**src/sv/swmm_ram.sv**
```systemverilog
// generic single port ram with registered read
module swmm_ram #(
  parameter int WIDTH = 8,
  parameter int DEPTH = 256
) (
  input  logic                     clk,
  input  logic [$clog2(DEPTH)-1:0] addr,
  input  logic                     we,
  input  logic [WIDTH-1:0]         wdata,
  output logic [WIDTH-1:0]         rdata
);

  logic [WIDTH-1:0] mem [DEPTH];

  always_ff @(posedge clk) begin
    if (we) begin
      mem[addr] <= wdata;
    end
    rdata <= mem[addr];
  end

endmodule

```
**config.mk**
```make
export PLATFORM = sky130hd
export DESIGN_NAME = swmm_ram
export DESIGN_NICKNAME = d
export VERILOG_FILES = /design/src/sv/swmm_ram.sv
export SDC_FILE = /design/constraint.sdc
export NUM_CORES = 2
export LEC_CHECK = 0
export ABC_AREA = 1
export BUFFER_PORTS_ARGS = -buffer_cell sky130_fd_sc_hd__buf_2
export CAP_MARGIN = 20
export CORE_MARGIN = 5
export CORE_UTILIZATION = 35
export DETAILED_ROUTE_END_ITERATION = 10
export GPL_ROUTABILITY_DRIVEN = 0
export PLACE_DENSITY = 0.55
export SKIP_CTS_REPAIR_TIMING = 1
export SLEW_MARGIN = 20
export SYNTH_ARGS = -nofsm -noshare
export SYNTH_HDL_FRONTEND = slang
export SYNTH_SLANG_ARGS = --single-unit
```
**constraint.sdc**
```tcl
create_clock -name clk -period 1.9 [get_ports clk]
set_input_delay 0.19 -clock clk [delete_from_list [all_inputs] [get_ports clk]]
set_output_delay 0.19 -clock clk [all_outputs]
set_load 0.02 [all_outputs]
```
## After elaboration in Yosys (flattened, before gate mapping)

Memory sizes are Yosys's and may differ from the RTL's. A register that Yosys moved wholly into a read port is not among the register bits.
Index checks and enable logic that the tools add are counted.

- Mux-type cells: 2

Operators with widths:

| cell | number |
|---|---|
| two-way mux 1 bit | 2 |

- RAM bits: 2048
- Memories: 1
- Logic and storage cells: 3
- Input bits: 18
- Bits in registers: 0
- Output and inout bits: 8

Memory list:

| name | words | bits a word | read ports | clocked after memory_dff | write ports | line | RTL |
|---|---|---|---|---|---|---|---|
| mem | 256 | 8 | 1 | 1 | 1 | 13 | `logic [WIDTH-1:0] mem [DEPTH];` |

## Longest topological paths before layout

- Word-level depth: 2
- Depth in mapped cells: 15
- Gate-level depth less buffers: 13

## Worst setup path before layout

No wires, ideal clock.

- Path type: input to register
- From: input port addr[1]
- To: memory mem[234][0] (enable)
- Arrival: 1660 ps
- Stages on the path: 10
- Required time: 1530 ps
- Path slack: -130 ps
- Library setup time: 370 ps
- Path buffers: 4
- Cell sequence: buf_4 inv_4 nor2_8 buf_4 buf_4 inv_2 nor2_1 nand2_1 clkbuf_1 nor2_1

RTL lines:

| what | line | RTL |
|---|---|---|
| start, declared | 7 | `input logic [$clog2(DEPTH)-1:0] addr,` |
| end, declared | 13 |  |

No word-level cell before the write port.

==> reports/qor.txt <==
Vias per cell - 4.88
Top cell type's share of synthesized area - 72.5%
Gr usage total - 19.5%
Critical path launch point type - register
Synth cell types - 18
Total number of vias - 58086
Die H - 502 um
Maximum fanout along the worst path - 1
Final Instance Area - 102000 um^2
Max frequency - 0.530 GHz
DPL Wire Length - 160000 um
Synth warn - 0
WL final - 249000 um
CTS Root Cell - clkbuf_16
Core area - 241000 um^2
Crit-path slowest cell - edfxtp_1
Maxcap violations - 0
Placed insts - 11513
Maximum vdd ir drop - 969 uV
Power Density - 943 nW/um^2
Final nets - 8569
Setup TNS - 0 ps
Worst path arrival time - 2620 ps
Area post-placement - 94600 um^2
CP Cell Sequence - nand2_1 -> nand2_1 -> nand2_1 -> nand2_1 -> nand2_1 -> nand2_2 -> o21ai_4 -> buf_4 -> nand2_1 -> nor2_2 -> nor2_2 -> nor2_2 -> buf_4 -> nand2_1
# setup viols final - 0
Cell taking the most area after synthesis - edfxtp_1
Critical Path RT - 2630 ps
Largest cells by area after synthesis - edfxtp_1, nand2_1, nor2_1
First-pass GRT wire length - 369000 um
Vias in the first global route - 56574
Port Buf Inserts - 25
Leakage Power - 40.6 nW
Minimum clock period - 1890 ps
Residual DRC count - 0
Slew Viols, Final - 0
Largest net degree at the start of global routing - 80
Crit path top cell by count - nand2_1
Synth Register Bits - 2056
Worst Max-Slew Pin Slew - 931 ps
Clock skew - 69.8 ps
Post-synthesis sequential area ratio - 72.7%
Routed Antenna Nets - 0
Initial antenna violation count - 7
Initial drt markers - 5363
HP Class - input pin to register
First-pass DRT Iterations - 5
Most common cell after layout, fill and taps aside - nand2_1
Period Utilization, post-route - 99.2%
Wire per inst - 20.9 um
H-tree depth - 4
Num CTS Buffers - 214
Die area - 252000 um^2
Slew headroom - 37.7%
Fin. Hold Viols - 0
Synthesis-to-layout area growth - 19.8%
Crit. End Element - register
CTS tree - done
CTS clk-pin slew, worst paths - 60 ps
Die span in x - 502 um
Mean post-synth cell area - 10.6 um^2
Status - finished clean
RSZ-0062 raised after global routing - yes
Syn nets - 8039
Fin util - 42.2%
# rows - 180
Crit Path Class - register to register
CTS sink cnt - 2056
Power Total - 0.0959 W
IO Count - 26
Finished Layout Cells - 11915
CP peak stage delay - 360 ps
Share of layout cells above drive strength 1 - 13.4%
Syn Inst Count - 8021
Global route overflow - 0
Commonest non-fill, non-tap cells in the layout - nand2_1, edfxtp_1, buf_4, nor2_1, clkbuf_16
Initial core utilization - 35.2%
Clock Latency Late Sink - 850 ps
Clk buf depth - 3
Cell area after synthesis - 84900 um^2
registers in the layout, summed over array words and instances, names as in the netlist:
register	cells
rdata	8
mem	2048
worst paths after layout:
path / from / to / slack, ps / cells after the start
max reg2reg: mem[182][1] / rdata[1] / 10 / 14
min reg2reg: mem[106][3] / rdata[3] / 890 / 10
max: mem[182][1] / rdata[1] / 10 / 14
min: we / mem[189][4] / 180 / 4
cell type report:
class / count / area (um^2)
clock inverter: 104 / 873
multi-input combinational: 5513 / 21800
clock buffer: 284 / 5620
antenna: 7 / 17.5
tap: 3185 / 3990
fill: 22759 / 139000
timing repair buffer: 731 / 7540
sequential: 2056 / 61700
inverter: 35 / 165
power by group:
group / leakage, nW / internal, W / total, W / switching, W
registers: 18.5 / 0.0500 / 0.0501 / 0.0000870
logic: 19.0 / 0.00195 / 0.00656 / 0.00461
clock network: 3.14 / 0.0217 / 0.0393 / 0.0176
total: 40.6 / 0.0736 / 0.0959 / 0.0223
per-stage QoR:
| stage | hold slack (ps) | setup WS (ps) |
|---|---|---|
| 5_1_grt | 143 | -92.0 |
| 3_3_place_gp | 520 | -1090 |
| 4_1_cts | -402 | -459 |
| 6_report | 183 | 14.8 |
| 3_5_place_dp | 522 | -1090 |
| 2_1_floorplan | 289 | -130 |
metal layers:
layer | GRT usage [%] | wire length (um) | up-vias
li1 | - | - | 27462
met1 | 26.9 | 108000 | 28405
met2 | 31.9 | 118000 | 1843
met3 | 2.59 | 15100 | 376
met4 | 6.34 | 8280 | 0
met5 | 0 | 0 | -
worst max-delay path: cells and delay by family (launching register included):
| family | cells | cell delay (ps) |
|---|---|---|
| AOI/OAI and AO/OA | 1 | 200 |
| buffers and inverters | 2 | 280 |
| DFF | 1 | 360 |
| and+or+nand+nor | 11 | 940 |
cell usage after synthesis:
master,number
a21oi_1,32
buf_1,52
buf_2,182
buf_4,6
buf_6,7
clkbuf_1,170
dfxtp_1,8
edfxtp_1,2048
inv_1,31
inv_2,2
inv_4,2
nand2_1,4770
nand2_4,1
nand3_1,188
nor2_1,361
nor2_8,1
o21ai_0,41
o21ai_1,119
cell families (layout without fill, tap and decap cells):
| logic type | count (synthesis) | in the layout | share of synthesized area (%) |
|---|---|---|---|
| compound gates | 192 | 192 | 1.13 |
| simple gates | 5321 | 5321 | 23.8 |
| flops | 2056 | 2056 | 72.7 |
| buf+inv | 452 | 1154 | 2.36 |
| other cells | 0 | 7 | 0 |
No activity file was read; power rests on OpenSTA's default activity.
