`src/sv/swmm_pkg.sv`:
```
// shared types, constants and codes for the sliding window multiset match unit
package swmm_pkg;

  localparam int WINDOW_MAX = 256;
  localparam int VALUE_BITS = 10;

  localparam int TABLE_DEPTH = 1 << VALUE_BITS;
  localparam int VAL_W       = 10;
  localparam int CNT_W       = 9;
  localparam int GOOD_W      = 32;
  localparam int CFG_W       = 9;
  localparam int CFG_IDX_W   = 2;
  localparam int LEN_W       = $clog2(WINDOW_MAX + 1);
  localparam int POS_W       = $clog2(WINDOW_MAX);
  localparam int CMP_W       = (LEN_W > CFG_W) ? LEN_W : CFG_W;
  localparam int WIDE_W      = (VALUE_BITS > VAL_W) ? VALUE_BITS : VAL_W;

  localparam logic [CNT_W-1:0]  COUNT_MAX = {CNT_W{1'b1}};
  localparam logic [GOOD_W-1:0] GOOD_MAX  = {GOOD_W{1'b1}};

  // command codes
  localparam logic [1:0] CMD_CLEAR  = 2'd0;
  localparam logic [1:0] CMD_LOAD   = 2'd1;
  localparam logic [1:0] CMD_STREAM = 2'd2;

  // configuration register indexes
  localparam logic [CFG_IDX_W-1:0] REG_WINDOW_LENGTH = 2'd0;
  localparam logic [CFG_IDX_W-1:0] REG_MIN_MATCHES   = 2'd1;

  typedef struct packed {
    logic [1:0]       cmd;
    logic [VAL_W-1:0] value;
  } item_t;

  typedef struct packed {
    logic              window_good;
    logic [CNT_W-1:0]  matched_count;
    logic [GOOD_W-1:0] good_windows;
  } result_t;

  typedef enum logic [1:0] {
    OP_ENTER,
    OP_LEAVE,
    OP_LOAD
  } count_op_t;

  typedef struct packed {
    logic [CNT_W-1:0] count_next;
    logic             count_we;
    logic [CNT_W-1:0] match_next;
  } count_upd_t;

  typedef enum logic [2:0] {
    S_CLR,
    S_IDLE,
    S_LD_RD,
    S_LD_WR,
    S_ENT_RD,
    S_ENT_WR,
    S_LV_RD,
    S_LV_WR
  } state_t;

endpackage

```
`src/sv/swmm_count_unit.sv`:
```
// shared saturating count and match update used for enter, leave and load
module swmm_count_unit (
  input  swmm_pkg::count_op_t             op,
  input  logic [swmm_pkg::CNT_W-1:0]      need,
  input  logic [swmm_pkg::CNT_W-1:0]      count,
  input  logic [swmm_pkg::CNT_W-1:0]      match,
  output swmm_pkg::count_upd_t            upd
);
  import swmm_pkg::*;

  logic [CNT_W-1:0] inc_sat;
  logic [CNT_W-1:0] dec;

  assign inc_sat = (count < COUNT_MAX) ? count + CNT_W'(1) : count;
  assign dec     = count - CNT_W'(1);

  always_comb begin
    upd.count_next = count;
    upd.count_we   = 1'b0;
    upd.match_next = match;
    unique case (op)
      OP_ENTER: begin
        if (need != '0) begin
          upd.count_next = inc_sat;
          upd.count_we   = 1'b1;
          if (inc_sat <= need && match < COUNT_MAX) begin
            upd.match_next = match + CNT_W'(1);
          end
        end
      end
      OP_LEAVE: begin
        if (need != '0 && count != '0) begin
          upd.count_next = dec;
          upd.count_we   = 1'b1;
          if (dec < need && match != '0) begin
            upd.match_next = match - CNT_W'(1);
          end
        end
      end
      OP_LOAD: begin
        upd.count_next = inc_sat;
        upd.count_we   = 1'b1;
      end
      default: begin
        upd.count_we = 1'b0;
      end
    endcase
  end

endmodule

```
`config.mk`:
```
export PLATFORM = sky130hd
export DESIGN_NAME = swmm_count_unit
export DESIGN_NICKNAME = d
export VERILOG_FILES = /design/src/sv/swmm_pkg.sv /design/src/sv/swmm_count_unit.sv
export SDC_FILE = /design/constraint.sdc
export NUM_CORES = 1
export LEC_CHECK = 0
export BUFFER_PORTS_ARGS = -buffer_cell sky130_fd_sc_hd__buf_4
export CAP_MARGIN = 25
export CORE_UTILIZATION = 59
export DETAILED_ROUTE_END_ITERATION = 16
export GPL_TIMING_DRIVEN = 0
export PLACE_DENSITY = 0.94
export SYNTH_ARGS = -nofsm -noshare
export SYNTH_HDL_FRONTEND = slang
export SYNTH_SLANG_ARGS = --single-unit
```
`constraint.sdc`:
```
create_clock -name vclk -period 7.75
set_input_delay 1.1625 -clock vclk [all_inputs]
set_output_delay 1.1625 -clock vclk [all_outputs]
set_load 0.01 [all_outputs]
```
Yosys cells after proc, flatten, opt, wreduce, memory -nomap -nowiden
Index checks and enable logic that the tools add are counted.
{"block": "word_totals", "ff_bits": 0, "latch_bits": 0, "ramBits": 0, "rom_bits": 0, "output_inout_bits": 19, "n_memories": 0}
{"block": "op_classes", "n_addsub": 4, "multipliers": 0, "div_mod_pow": 0, "magnitude_cmp": 4, "n_eq_ne": 2, "n_shift": 0, "muxes": 8, "bitwise_logic": 0, "reduce_logical": 7}
{"cell": "two-way mux 19 bit", "n": 2}
{"cell": "two-way mux 9 bit", "n": 3}
{"cell": "one-hot mux 9 bit (3 select lines)", "n": 1}
{"cell": "nonzero test 9 bit", "n": 3}
{"cell": "adder 9 x 1 -> 9 bit (second input constant)", "n": 2}
{"cell": "less-than comparator 9 bit (second input constant)", "n": 2}
{"cell": "one-hot mux 9 bit (2 select lines)", "n": 1}
{"cell": "subtractor 9 x 1 -> 9 bit (second input constant)", "n": 2}
{"cell": "<= comparator 9 bit", "n": 1}
{"cell": "less-than comparator 9 bit", "n": 1}
{"cell": "logical AND 1 bit", "n": 3}
{"cell": "one-hot mux 1 bit (3 select lines)", "n": 1}
{"cell": "equality test 2 x 1 -> 1 bit (second input constant)", "n": 1}
{"cell": "equality test 2 bit (second input constant)", "n": 1}
{"cell": "logical NOT 2 bit", "n": 1}

Logic depth before layout (Yosys ltp)
{"block": "logic_depth", "depth_word": 7, "ltp_mapped": 13}

Worst setup path before layout
OpenSTA, ideal clock, no wires.
{"block": "synth_timing", "path_kind": "input to output", "startpoint": "input count[5] (netlist name)", "endpoint": "output upd[2] (netlist name)", "arrival_ns": 3.701, "t_required_ns": 6.588, "setup_slack_ns": 2.887, "stages": 13, "path_buffers": 2, "path_cell_list": "buf_2 > nand4_1 > o31ai_1 > nor2_1 > xnor2_1 > ha_1 > nand2_1 > or3_1 > o21ai_0 > and4_1 > buf_4 > a32oi_1 > xnor2_1"}
{"item": "start: declaration", "line": "swmm_count_unit.sv:5", "rtl": "input logic [swmm_pkg::CNT_W-1:0] count,"}
{"item": "end: declaration", "line": "swmm_count_unit.sv:7", "rtl": "output swmm_pkg::count_upd_t upd"}

==> impl_metrics.json <==
{
  "max_freq_ghz": 0.182,
  "vias": 1784,
  "p_per_area_nw_per_um2": 58.9,
  "ys_top_cells_by_area": "ha_1, xnor2_1, a21oi_1, inv_1, nand2_1",
  "grt_pass1_vias": 1491,
  "synthToLayoutAreaGrowth_pct": 24.5,
  "power_frac_comb_pct": 100.0,
  "drive_gt1_share_pct": 22.8,
  "synth_area_per_cell_um2": 6.92,
  "grt_pass1_wl_um": 6580,
  "n_clock_buffer": 0,
  "die_w_um": 51.7,
  "p_sw_share_pct": 54.3,
  "min_path_type": "input port to output pin",
  "final_nets": 307,
  "drv_slew": 0,
  "n_antenna_cell": 0,
  "tightest_slew_ps": 526,
  "design_area_um2": 1820,
  "ctsHoldBuffers": 0,
  "p_int_uw": 48.9,
  "synthMostInstantiatedCell": "ha_1",
  "ant_nets": 0,
  "fillers": 182,
  "io_buffers": 43,
  "synth_cells": 211,
  "initial_utilization_pct": 64.2,
  "hpwl_um": 3420,
  "p_sw_uw": 58.2,
  "place.gp.congestion": 0.858,
  "drc": 0,
  "max_slew_margin_pct": 64.6,
  "seq_cells": 0,
  "place_area_um2": 1820,
  "path_max_fanout": 10,
  "endpoint_kind": "output pin",
  "netlist_area_um2": 1460,
  "status": "completed",
  "tns_ps": 0,
  "rows": 17,
  "yosysSeqAreaShare_pct": 0,
  "p_leak_uw": 0.000910,
  "ys_warn_count": 0,
  "cap_violations": 0,
  "wirelength_um": 4070,
  "setup_viol": 0,
  "irDropWorstVdd_mv": 0.0504,
  "grtUsageTotal_pct": 31.7,
  "grt_setup_unrepaired": "no",
  "antenna_found_initial": 0,
  "power_frac_seq_pct": 0,
  "viasPerCell": 6.33,
  "die_h_um": 51.7,
  "netlist_top_cells_count": "ha_1, inv_1, nand2_1",
  "start_kind": "input port",
  "synth_top_area_share_pct": 18.9,
  "hold_viol_final": 0,
  "wire_per_inst_um": 14.4,
  "p_clk_share_pct": 0,
  "dieArea_um2": 2680,
  "io_pins": 48,
  "crit_type": "input port to output pin",
  "post_cts_buffers": 0,
  "syn_nets": 262,
  "min_period_over_period_pct": 70.8,
  "dr.pass1.iters": 5,
  "grt_overflow": 0,
  "yosysTopAreaCell": "ha_1",
  "period_minus_slack_ps": 5490,
  "grt_max_degree": 11,
  "post-route-util_pct": 79.9,
  "crit_required_ps": 6590,
  "worstPathArrival_ps": 4320,
  "ys_types": 53,
  "regArea_um2": 0,
  "drtIter0Drc": 86,
  "postCtsResizedCells": 0,
  "core-area_um2": 2280
}
-- metrics by stage --
stage          std cells  total power, uW  hold slack (ps)  setup slack, ps
6_report             282              107             2620             2260
3_3_place_gp         282              102             2610             2490
3_5_place_dp         282              105             2620             2400
4_1_cts              282              106             2620             2390
5_1_grt              282              118             2630             2070
2_1_floorplan        211             64.4             2400             2890
-- path summary, 6_finish.rpt --
kind                  endpoint  cells past startpoint      from
worst max-delay path    upd[8]                     15  count[0]
worst min-delay path    upd[6]                      3  match[6]
-- power by group through the flow --
| stage | sequential (uW) | clock [uW] | combinational (uW) |
|---|---|---|---|
| 6_report | 0 | 0 | 107 |
| 5_1_grt | 0 | 0 | 118 |
| 4_1_cts | 0 | 0 | 106 |
| 3_5_place_dp | 0 | 0 | 105 |
| 3_3_place_gp | 0 | 0 | 102 |
| 2_1_floorplan | 0 | 0 | 64.4 |
-- layer usage --
metal | vias to the layer above | global-route usage (%) | share of wire (%)
met2 | 67 | 51.7 | 46
li1 | 883 | - | -
met3 | 4 | 2.05 | 6.7
met1 | 830 | 46.7 | 46
met5 | - | 0 | 0
met4 | 0 | 2.70 | 0.47
-- cells by family (layout without fill, tap and decap cells) --
group | count (synthesis) | after routing | share of synthesized area, %
muxes | 3 | 3 | 2.14
adders and majority gates | 22 | 22 | 18.9
and+or+nand+nor | 83 | 83 | 30.9
xor gates and xnor gates | 19 | 19 | 11.4
AOI/OAI and AO/OA | 55 | 55 | 28.6
buffers and inverters | 29 | 72 | 8.05
-- area by class of cell --
type	instances	area, um^2	share of cell area, %
buffer	9	42.5	2.34
multi-input combinational	182	1340	73.8
timing repair buffer	43	323	17.8
inverter	20	75.1	4.13
tap	28	35.0	1.93
-- worst max-delay path: stages --
cell and delay [ps]:
buf_4 80, clkbuf_1 320, nand2_1 170, o31ai_1 510, nor2_1 160, xnor2_1 160
ha_1 300, nand2_1 70, or3_1 400, o21ai_0 110, and4_1 250, buf_4 180
nand4_1 110, mux2i_1 170, buf_4 140
-- placed cells by master, fill, tap and decap left out, types with 2 or more instances in the layout --
master	instances
a21o_1	3
a21oi_1	15
a22o_1	2
a31oi_1	3
and3_1	7
buf_2	4
buf_4	44
clkbuf_1	4
ha_1	22
inv_1	20
mux2i_1	2
nand2_1	19
nand2b_1	3
nand3_1	8
nand3b_1	2
nand4_1	8
nor2_1	12
nor3_1	8
nor4_1	4
o211ai_1	2
o21a_1	2
o21ai_0	8
o311ai_4	2
o31ai_1	3
or3_1	2
xnor2_1	14
xor2_1	5
(Power assumes the default switching activity.)
